===== config.mk =====
export PLATFORM = sky130hd
export DESIGN_NAME = compare_split_merge
export DESIGN_NICKNAME = d
export VERILOG_FILES = /design/src/rtl/core/csm_pkg.sv /design/src/rtl/core/compare_split_merge.sv /design/src/rtl/core/csm_merge.sv /design/src/rtl/core/csm_emit.sv
export SDC_FILE = /design/constraint.sdc
export NUM_CORES = 2
export LEC_CHECK = 0
export ABC_AREA = 0
export BUFFER_PORTS_ARGS = -buffer_cell sky130_fd_sc_hd__buf_2
export CAP_MARGIN = 15
export CELL_PAD_IN_SITES_DETAIL_PLACEMENT = 1
export CELL_PAD_IN_SITES_GLOBAL_PLACEMENT = 1
export CORE_ASPECT_RATIO = 1.5
export CORE_UTILIZATION = 53
export CTS_CLUSTER_SIZE = 10
export DETAILED_ROUTE_END_ITERATION = 7
export HOLD_SLACK_MARGIN = 0.05
export PLACE_DENSITY_LB_ADDON = 0.25
export SLEW_MARGIN = 20
export SYNTH_ARGS = -nofsm -noshare
export SYNTH_HDL_FRONTEND = slang
export SYNTH_SLANG_ARGS = --single-unit

===== constraint.sdc =====
create_clock -name clock -period 8.5 [get_ports clock]
set_clock_uncertainty 0.05 [all_clocks]
set_input_delay 1.275 -clock clock [delete_from_list [all_inputs] [get_ports clock]]
set_output_delay 1.275 -clock clock [all_outputs]
set_load 0.02 [all_outputs]

===== src/rtl/core/csm_pkg.sv =====
// ---------------------------------------------------------------------------
// csm_pkg: shared constants of the compare-split merge block
// Key width, length register format and the default block depth.
// ---------------------------------------------------------------------------
package csm_pkg;

   // default number of elements per block (storage depth)
   localparam int CSM_BLOCK_DEPTH = 32;

   // sortable signed key
   localparam int KEY_W = 32;

   // block length register
   localparam int                LEN_W     = 6;
   localparam logic [LEN_W-1:0]  LEN_RESET = 6'd32;

endpackage


===== src/rtl/core/compare_split_merge.sv =====
// ---------------------------------------------------------------------------
// compare_split_merge: compare-split step of a parallel sort
// Each input transfer brings one element of the local and one of the
// partner's sorted block. Once a block is complete the two blocks are merged
// and the smallest or largest block_length elements are streamed out.
// ---------------------------------------------------------------------------
// A block of N elements (N = block_length, 0 taken as 1, capped at
// BLOCK_DEPTH) is loaded at one input transfer per cycle. The transfer that
// completes the block starts a merge: the PRIME_A and PRIME_B states prime
// the heads of the own and partner memories, then the merge keeps one element
// per cycle, set by the single read port of each memory. During the merge
// no input is taken. The kept block is then streamed at up to one result
// per cycle while the next block loads; the transfer that would complete
// the next block waits until all entries of the previous one have been
// read out.
module compare_split_merge #(
   parameter  int BLOCK_DEPTH = csm_pkg::CSM_BLOCK_DEPTH,
   localparam int CW = $clog2(BLOCK_DEPTH + 1),
   localparam int IW = (BLOCK_DEPTH > 1) ? $clog2(BLOCK_DEPTH) : 1
) (
   input  logic                        clock,
   input  logic                        reset,
   // configuration: block_length
   input  logic                        csr_wr_en,
   input  logic [csm_pkg::LEN_W-1:0]   csr_wr_data,
   // input channel
   input  logic                        req_tvalid,
   output logic                        req_tready,
   input  logic [2*csm_pkg::KEY_W-1:0] req_tdata,  // own_value, partner_value
   input  logic                        req_tuser,  // keep_small
   // result channel
   output logic                        rsp_tvalid,
   input  logic                        rsp_tready,
   output logic [csm_pkg::KEY_W-1:0]   rsp_tdata,  // result_value
   output logic                        rsp_tlast,  // last_flag
   output logic                        rsp_tuser   // changed_flag
);
   import csm_pkg::*;

   localparam logic [LEN_W:0] DEPTH_EXT = (LEN_W + 1)'(BLOCK_DEPTH);

   logic [LEN_W-1:0] block_length_ff, block_length_in;
   logic [LEN_W:0]   bl_ext;
   logic [LEN_W:0]   len_wide;
   logic [CW-1:0]    len;

   logic             emit_busy;
   logic             kept_we;
   logic [IW-1:0]    kept_addr;
   logic [KEY_W-1:0] kept_data;
   logic             done;
   logic [CW-1:0]    done_len;
   logic             done_changed;

   // length register
   assign block_length_in = csr_wr_en ? csr_wr_data : block_length_ff;

   always_ff @(posedge clock) begin
      if (reset) begin
         block_length_ff <= LEN_RESET;
      end else begin
         block_length_ff <= block_length_in;
      end
   end

   // effective length: zero acts as one, clamp to the storage depth
   assign bl_ext = {1'b0, block_length_ff};

   always_comb begin
      if (bl_ext == '0) begin
         len_wide = (LEN_W + 1)'(1);
      end else if (bl_ext > DEPTH_EXT) begin
         len_wide = DEPTH_EXT;
      end else begin
         len_wide = bl_ext;
      end
   end

   assign len = len_wide[CW-1:0];

   csm_merge #(
      .BLOCK_DEPTH(BLOCK_DEPTH)
   ) u_merge (
      .clock         (clock),
      .reset         (reset),
      .len           (len),
      .req_valid     (req_tvalid),
      .req_own       (req_tdata[KEY_W-1:0]),
      .req_partner   (req_tdata[2*KEY_W-1:KEY_W]),
      .req_keep_small(req_tuser),
      .emit_busy     (emit_busy),
      .req_ready     (req_tready),
      .kept_we       (kept_we),
      .kept_addr     (kept_addr),
      .kept_data     (kept_data),
      .done          (done),
      .done_len      (done_len),
      .done_changed  (done_changed)
   );

   csm_emit #(
      .BLOCK_DEPTH(BLOCK_DEPTH)
   ) u_emit (
      .clock        (clock),
      .reset        (reset),
      .kept_we      (kept_we),
      .kept_addr    (kept_addr),
      .kept_data    (kept_data),
      .start        (done),
      .start_len    (done_len),
      .start_changed(done_changed),
      .busy         (emit_busy),
      .rsp_tready   (rsp_tready),
      .rsp_tvalid   (rsp_tvalid),
      .rsp_tdata    (rsp_tdata),
      .rsp_tlast    (rsp_tlast),
      .rsp_tuser    (rsp_tuser)
   );

endmodule


===== src/rtl/core/csm_merge.sv =====
// ---------------------------------------------------------------------------
// csm_merge: block loader and merge engine
// Loads the own and partner blocks into two synchronous memories, then
// merges them one kept element per cycle, from the front or from the back.
// Each memory port prefetches the entry after its current head, so a head
// can be replaced in the same cycle it is consumed.
// ---------------------------------------------------------------------------
module csm_merge #(
   parameter  int BLOCK_DEPTH = csm_pkg::CSM_BLOCK_DEPTH,
   localparam int IW = (BLOCK_DEPTH > 1) ? $clog2(BLOCK_DEPTH) : 1,
   localparam int CW = $clog2(BLOCK_DEPTH + 1)
) (
   input  logic                              clock,
   input  logic                              reset,
   input  logic [CW-1:0]                     len,
   input  logic                              req_valid,
   input  logic signed [csm_pkg::KEY_W-1:0]  req_own,
   input  logic signed [csm_pkg::KEY_W-1:0]  req_partner,
   input  logic                              req_keep_small,
   input  logic                              emit_busy,
   output logic                              req_ready,
   output logic                              kept_we,
   output logic [IW-1:0]                     kept_addr,
   output logic [csm_pkg::KEY_W-1:0]         kept_data,
   output logic                              done,
   output logic [CW-1:0]                     done_len,
   output logic                              done_changed
);
   import csm_pkg::*;

   localparam logic [1:0] ST_LOAD    = 2'd0;
   localparam logic [1:0] ST_PRIME_A = 2'd1;
   localparam logic [1:0] ST_PRIME_B = 2'd2;
   localparam logic [1:0] ST_MERGE   = 2'd3;

   logic [KEY_W-1:0] own_mem [BLOCK_DEPTH];
   logic [KEY_W-1:0] par_mem [BLOCK_DEPTH];

   logic [1:0]               state_ff, state_in;
   logic [IW-1:0]            load_cnt_ff, load_cnt_in;
   logic                     keep_ff, keep_in;
   logic                     changed_ff, changed_in;
   logic [CW-1:0]            len_ff, len_in;
   logic [CW-1:0]            cnt_ff, cnt_in;
   logic [CW-1:0]            own_rem_ff, own_rem_in;
   logic [CW-1:0]            par_rem_ff, par_rem_in;
   logic [IW-1:0]            own_p_ff, own_p_in;
   logic [IW-1:0]            par_p_ff, par_p_in;
   logic [IW-1:0]            k_ff, k_in;
   logic signed [KEY_W-1:0]  own_head_ff, own_head_in;
   logic signed [KEY_W-1:0]  par_head_ff, par_head_in;
   logic signed [KEY_W-1:0]  own_rd_ff;
   logic signed [KEY_W-1:0]  par_rd_ff;

   logic [CW-1:0] cnt_plus;
   logic [CW-1:0] len_m1;
   logic          completing;
   logic          accept;
   logic [IW-1:0] start_ptr;
   logic [IW-1:0] step;
   logic          take_own;
   logic [IW-1:0] own_raddr;
   logic [IW-1:0] par_raddr;

   // block completes on the item that brings the fill up to the length
   assign cnt_plus   = CW'(load_cnt_ff) + CW'(1);
   assign completing = (cnt_plus >= len);
   assign req_ready  = (state_ff == ST_LOAD) && !(completing && emit_busy);
   assign accept     = req_valid && req_ready;

   // first head: index 0 from the front, length - 1 from the back
   assign len_m1    = len - CW'(1);
   assign start_ptr = req_keep_small ? '0 : len_m1[IW-1:0];
   assign step      = keep_ff ? IW'(1) : {IW{1'b1}};

   // pick the head to keep; ties go to the own element
   always_comb begin
      if (par_rem_ff == '0) begin
         take_own = 1'b1;
      end else if (own_rem_ff == '0) begin
         take_own = 1'b0;
      end else if (keep_ff) begin
         take_own = (own_head_ff <= par_head_ff);
      end else begin
         take_own = (par_head_ff <= own_head_ff);
      end
   end

   // read addresses: prime the heads, then prefetch the entry after each head
   always_comb begin
      case (state_ff)
         ST_PRIME_A: begin
            own_raddr = own_p_ff;
            par_raddr = par_p_ff;
         end
         ST_PRIME_B: begin
            own_raddr = own_p_ff + step;
            par_raddr = par_p_ff + step;
         end
         ST_MERGE: begin
            own_raddr = take_own ? own_p_ff + step + step : own_p_ff + step;
            par_raddr = take_own ? par_p_ff + step : par_p_ff + step + step;
         end
         default: begin
            own_raddr = own_p_ff;
            par_raddr = par_p_ff;
         end
      endcase
   end

   // kept element write and hand-off to the emitter
   assign kept_we      = (state_ff == ST_MERGE);
   assign kept_addr    = k_ff;
   assign kept_data    = take_own ? own_head_ff : par_head_ff;
   assign done         = (state_ff == ST_MERGE) && (cnt_ff == CW'(1));
   assign done_len     = len_ff;
   assign done_changed = changed_ff || !take_own;

   // sequencer
   always_comb begin
      state_in    = state_ff;
      load_cnt_in = load_cnt_ff;
      keep_in     = keep_ff;
      changed_in  = changed_ff;
      len_in      = len_ff;
      cnt_in      = cnt_ff;
      own_rem_in  = own_rem_ff;
      par_rem_in  = par_rem_ff;
      own_p_in    = own_p_ff;
      par_p_in    = par_p_ff;
      k_in        = k_ff;
      own_head_in = own_head_ff;
      par_head_in = par_head_ff;
      case (state_ff)
         ST_LOAD: begin
            if (accept && completing) begin
               state_in    = ST_PRIME_A;
               load_cnt_in = '0;
               keep_in     = req_keep_small;
               changed_in  = 1'b0;
               len_in      = len;
               cnt_in      = len;
               own_rem_in  = len;
               par_rem_in  = len;
               own_p_in    = start_ptr;
               par_p_in    = start_ptr;
               k_in        = start_ptr;
            end else if (accept) begin
               load_cnt_in = load_cnt_ff + IW'(1);
            end
         end
         ST_PRIME_A: begin
            state_in = ST_PRIME_B;
         end
         ST_PRIME_B: begin
            own_head_in = own_rd_ff;
            par_head_in = par_rd_ff;
            state_in    = ST_MERGE;
         end
         ST_MERGE: begin
            if (take_own) begin
               own_head_in = own_rd_ff;
               own_p_in    = own_p_ff + step;
               own_rem_in  = own_rem_ff - CW'(1);
            end else begin
               par_head_in = par_rd_ff;
               par_p_in    = par_p_ff + step;
               par_rem_in  = par_rem_ff - CW'(1);
               changed_in  = 1'b1;
            end
            k_in   = k_ff + step;
            cnt_in = cnt_ff - CW'(1);
            if (cnt_ff == CW'(1)) begin
               state_in = ST_LOAD;
            end
         end
         default: begin
            state_in = ST_LOAD;
         end
      endcase
   end

   always_ff @(posedge clock) begin
      if (reset) begin
         state_ff    <= ST_LOAD;
         load_cnt_ff <= '0;
         keep_ff     <= 1'b0;
         changed_ff  <= 1'b0;
      end else begin
         state_ff    <= state_in;
         load_cnt_ff <= load_cnt_in;
         keep_ff     <= keep_in;
         changed_ff  <= changed_in;
      end
   end

   always_ff @(posedge clock) begin
      len_ff      <= len_in;
      cnt_ff      <= cnt_in;
      own_rem_ff  <= own_rem_in;
      par_rem_ff  <= par_rem_in;
      own_p_ff    <= own_p_in;
      par_p_ff    <= par_p_in;
      k_ff        <= k_in;
      own_head_ff <= own_head_in;
      par_head_ff <= par_head_in;
   end

   // own block memory: one write port, one registered read port
   always_ff @(posedge clock) begin
      if (accept) begin
         own_mem[load_cnt_ff] <= req_own;
      end
      own_rd_ff <= own_mem[own_raddr];
   end

   // partner block memory
   always_ff @(posedge clock) begin
      if (accept) begin
         par_mem[load_cnt_ff] <= req_partner;
      end
      par_rd_ff <= par_mem[par_raddr];
   end

endmodule


===== src/rtl/core/csm_emit.sv =====
// ---------------------------------------------------------------------------
// csm_emit: kept-element memory and result streamer
// Holds the merged block and streams it out in ascending index order at up
// to one result per cycle through a read register and an output register.
// ---------------------------------------------------------------------------
module csm_emit #(
   parameter  int BLOCK_DEPTH = csm_pkg::CSM_BLOCK_DEPTH,
   localparam int IW = (BLOCK_DEPTH > 1) ? $clog2(BLOCK_DEPTH) : 1,
   localparam int CW = $clog2(BLOCK_DEPTH + 1)
) (
   input  logic                      clock,
   input  logic                      reset,
   input  logic                      kept_we,
   input  logic [IW-1:0]             kept_addr,
   input  logic [csm_pkg::KEY_W-1:0] kept_data,
   input  logic                      start,
   input  logic [CW-1:0]             start_len,
   input  logic                      start_changed,
   output logic                      busy,
   input  logic                      rsp_tready,
   output logic                      rsp_tvalid,
   output logic [csm_pkg::KEY_W-1:0] rsp_tdata,
   output logic                      rsp_tlast,
   output logic                      rsp_tuser
);
   import csm_pkg::*;

   logic [KEY_W-1:0] kept_mem [BLOCK_DEPTH];

   logic [CW-1:0]    rem_ff, rem_in;
   logic [IW-1:0]    raddr_ff, raddr_in;
   logic             chg_ff, chg_in;
   logic             rd_vld_ff, rd_vld_in;
   logic [KEY_W-1:0] rd_data_ff;
   logic             rd_last_ff;
   logic             rd_chg_ff;
   logic             out_vld_ff, out_vld_in;
   logic [KEY_W-1:0] out_data_ff;
   logic             out_last_ff;
   logic             out_chg_ff;

   logic out_free;
   logic move;
   logic issue;
   logic final_read;

   assign out_free   = !out_vld_ff || rsp_tready;
   assign move       = rd_vld_ff && out_free;
   assign issue      = (rem_ff != '0) && (!rd_vld_ff || move);
   assign final_read = (rem_ff == CW'(1));
   assign busy       = (rem_ff != '0);

   // read sequencing
   always_comb begin
      rem_in    = rem_ff;
      raddr_in  = raddr_ff;
      chg_in    = chg_ff;
      rd_vld_in = rd_vld_ff;
      if (start) begin
         rem_in   = start_len;
         raddr_in = '0;
         chg_in   = start_changed;
      end else if (issue) begin
         rem_in   = rem_ff - CW'(1);
         raddr_in = raddr_ff + IW'(1);
      end
      if (issue) begin
         rd_vld_in = 1'b1;
      end else if (move) begin
         rd_vld_in = 1'b0;
      end
   end

   // output register: load on a move, drop after a transfer
   always_comb begin
      out_vld_in = out_vld_ff;
      if (move) begin
         out_vld_in = 1'b1;
      end else if (rsp_tready) begin
         out_vld_in = 1'b0;
      end
   end

   always_ff @(posedge clock) begin
      if (reset) begin
         rem_ff     <= '0;
         rd_vld_ff  <= 1'b0;
         out_vld_ff <= 1'b0;
      end else begin
         rem_ff     <= rem_in;
         rd_vld_ff  <= rd_vld_in;
         out_vld_ff <= out_vld_in;
      end
   end

   always_ff @(posedge clock) begin
      raddr_ff <= raddr_in;
      chg_ff   <= chg_in;
   end

   // kept memory: write from the merge, read one entry per issue
   always_ff @(posedge clock) begin
      if (kept_we) begin
         kept_mem[kept_addr] <= kept_data;
      end
      if (issue) begin
         rd_data_ff <= kept_mem[raddr_ff];
         rd_last_ff <= final_read;
         rd_chg_ff  <= final_read && chg_ff;
      end
   end

   // hold the result until it is taken
   always_ff @(posedge clock) begin
      if (move) begin
         out_data_ff <= rd_data_ff;
         out_last_ff <= rd_last_ff;
         out_chg_ff  <= rd_chg_ff;
      end
   end

   assign rsp_tvalid = out_vld_ff;
   assign rsp_tdata  = out_data_ff;
   assign rsp_tlast  = out_last_ff;
   assign rsp_tuser  = out_chg_ff;

endmodule


==> flow_summary.json <==
{
  "status": "complete, no violations",
  "overflow": 0,
  "rsz0062_at_grt": "false",
  "port_buffers": 111,
  "cts_setup_buffers": 0,
  "p_leak_uw": 0.0530,
  "synth-main-ff-cell": "edfxtp_1",
  "p_total_uw": 45600,
  "num-fill-cells": 24900,
  "root_buffer": "clkbuf_16",
  "end_kind": "flip-flop",
  "arrival_ns": 6.94,
  "worst_slew_pin_slew_ns": 1.21,
  "cts.path.max_buffers": 4,
  "initial_core_util": 0.534,
  "die_height_microns": 636,
  "rows": 232,
  "synth.distinct_cells": 75,
  "clk_latency_ns": 0.97,
  "coreArea_sq_um": 266000,
  "layout_common_cells": "3244 x edfxtp_1, 2015 x nand2_1, 806 x a21oi_1, 386 x clkbuf_16, 368 x and3_1",
  "ant_nets": 0,
  "hold_viol": 0,
  "dr.pass1.iters": 6,
  "htree_levels": 5,
  "drt_wl_total_microns": 477000,
  "slew_headroom": 0.192,
  "vias": 95300,
  "die_area_sq_um": 270000,
  "fmax_mhz": 155,
  "p_per_area_nw_per_um2": 288,
  "drive_gt1_frac": 0.118,
  "grt_pass1_vias": 99900,
  "numClockSinks": 3336,
  "post-route-min-period_ns": 6.45,
  "syn-num-nets": 10400,
  "grt_max_degree": 205,
  "globalplace.congestion": 0.878,
  "final.setup.tns_ns": 0,
  "syn_inst": 10300,
  "via_per_inst": 6.79,
  "post-dp-hpwl_microns": 266000,
  "ir_drop_mv": 0.296,
  "drc": 0,
  "synth_fa_ha_area_frac": 0.00640,
  "synth_mux_area_frac": 0.0758,
  "yosysWarningCount": 0,
  "wl_per_cell_microns": 34.0,
  "area_growth_pct": 11.2,
  "cp-start-kind": "flip-flop",
  "ys_seq_elements": 3336,
  "avgSynthCellArea_sq_um": 13.8,
  "synth_compound_area_frac": 0.0937,
  "cts_tree": "yes",
  "worstSetupPathType": "reg2reg",
  "final_net_count": 10400,
  "synthSimpleGateAreaFrac": 0.100,
  "crit_required_ns": 8.99,
  "crit_path_max_fanout": 46,
  "syn_area_sq_um": 142000,
  "synth-edff-count": 3244,
  "synth_xor_area_frac": 0.00296,
  "clk_pin_slew_ns": 0.06,
  "post_cts_resize_count": 0,
  "post-route-period-util": 0.759,
  "setup_viol": 0,
  "io_pins": 112,
  "track_usage": 0.347,
  "die_x_microns": 425,
  "maxSlewViolCount": 0,
  "ys_seq_area_frac": 0.698,
  "async_reset_ff_frac": 0,
  "ctsHoldBuffers": 0,
  "final_common_cell": "edfxtp_1",
  "antenna_found_initial": 34,
  "drtIter0Drc": 10100,
  "hold_class": "reg2reg",
  "cts_buffers": 378,
  "synth_top_family_by_area": "simple AND/OR/NAND/NOR gates",
  "post-route-util": 0.594,
  "cap_violations": 0,
  "grt_pass1_wl_microns": 684000
}
==> area by class of cell <==
class,count,area [sq um],share of cell area
clock inverter,17,305,0.00193
inverter,67,262,0.00165
clock buffer,600,10500,0.0662
sequential,3336,99300,0.627
timing repair buffer,312,2740,0.0173
tap,3510,4390,0.0278
multi-input combinational,6146,40700,0.257
antenna,41,103,0.000648
==> stage by stage <==
stage	area [sq um]	cells	hold WS, ns	setup WS [ns]
after global placement	147000	13400	0.345	2.47
after global routing	158000	14000	0.357	1.96
after CTS	158000	14000	0.356	2.23
after detailed placement	147000	13400	0.353	2.31
final	158000	14000	0.353	2.05
after floorplan	142000	10300	0.336	2.12
==> sequential cells by signal, summed over array words and instances (netlist names), 32 cells and up <==
name and cells:
u_merge.own_mem 1024, u_merge.par_rd_ff 32, u_emit.kept_mem 1024, u_merge.par_mem 1024
u_merge.own_head_ff 32, u_merge.par_head_ff 32, u_emit.rsp_tdata 32, u_emit.rd_data_ff 32
u_merge.own_rd_ff 32
==> worst max-delay path, stage by stage (launching register included) <==
cell	delay (ns)
dfxtp_1	0.41
inv_1	0.21
o21ai_1	0.38
inv_1	0.15
ha_1	0.32
nand2b_1	0.14
a21o_1	0.19
a21o_1	0.17
a21o_1	0.17
a21o_1	0.18
a21oi_1	0.51
o21a_1	0.26
and2_1	0.54
nand2_1	0.73
nor2_4	1.07
buf_12	0.45
==> layer usage <==
layer  vias to the layer above  global-route usage  wire [microns]
met5                         -                   0              71
met4                        10               0.221           35400
met3                      1551              0.0605           36800
met2                      5122               0.599          242000
met1                     49400               0.397          162000
li1                      39300                   -               -
==> cell usage after synthesis, drive strengths merged (66+ instances only) <==
master	count	area, sq um
edfxtp	3244	97400
nand2	2018	7580
a21oi	812	4060
clkbuf	566	2120
and3	369	2310
mux4	324	7300
o21ai	320	1600
mux2i	305	3060
nand3	248	1240
nor2	243	920
a211oi	220	1650
nor2b	187	1170
buf	184	906
a31oi	157	988
o211ai	94	706
dfxtp	92	1840
nor3	83	415
ha	68	851
inv	66	248
==> cell families (layout without fill, tap and decap cells) <==
kind of cell | Yosys count | in the layout
buffers and inverters | 817 | 996
adder cells (fa/ha/maj) | 71 | 71
multiplexers | 667 | 667
other | 0 | 41
AND/OR/NAND/NOR | 3238 | 3238
XOR/XNOR | 48 | 48
AO/OA/AOI/OAI | 2122 | 2122
flip-flops | 3336 | 3336
==> final timing paths <==
check	slack [ns]	cells after the start	start	to
min reg2reg	0.35	0	u_merge.own_rd_ff[6]$_DFF_P_	u_merge.own_head_ff[6]$_DFFE_PP_
min	0.35	0	u_merge.own_rd_ff[6]$_DFF_P_	u_merge.own_head_ff[6]$_DFFE_PP_
max	2.05	15	block_length_ff[5]$_SDFFE_PP1P_	u_merge.par_mem[26][27]$_DFFE_PP_
max reg2reg	2.05	15	block_length_ff[5]$_SDFFE_PP1P_	u_merge.par_mem[26][27]$_DFFE_PP_
==> where the power goes <==
part           internal, uW  switching, uW
sequential            19400            858
clock                  8430           6490
combinational          3660           6770
total                 31500          14100
(Power assumes the default switching activity.)
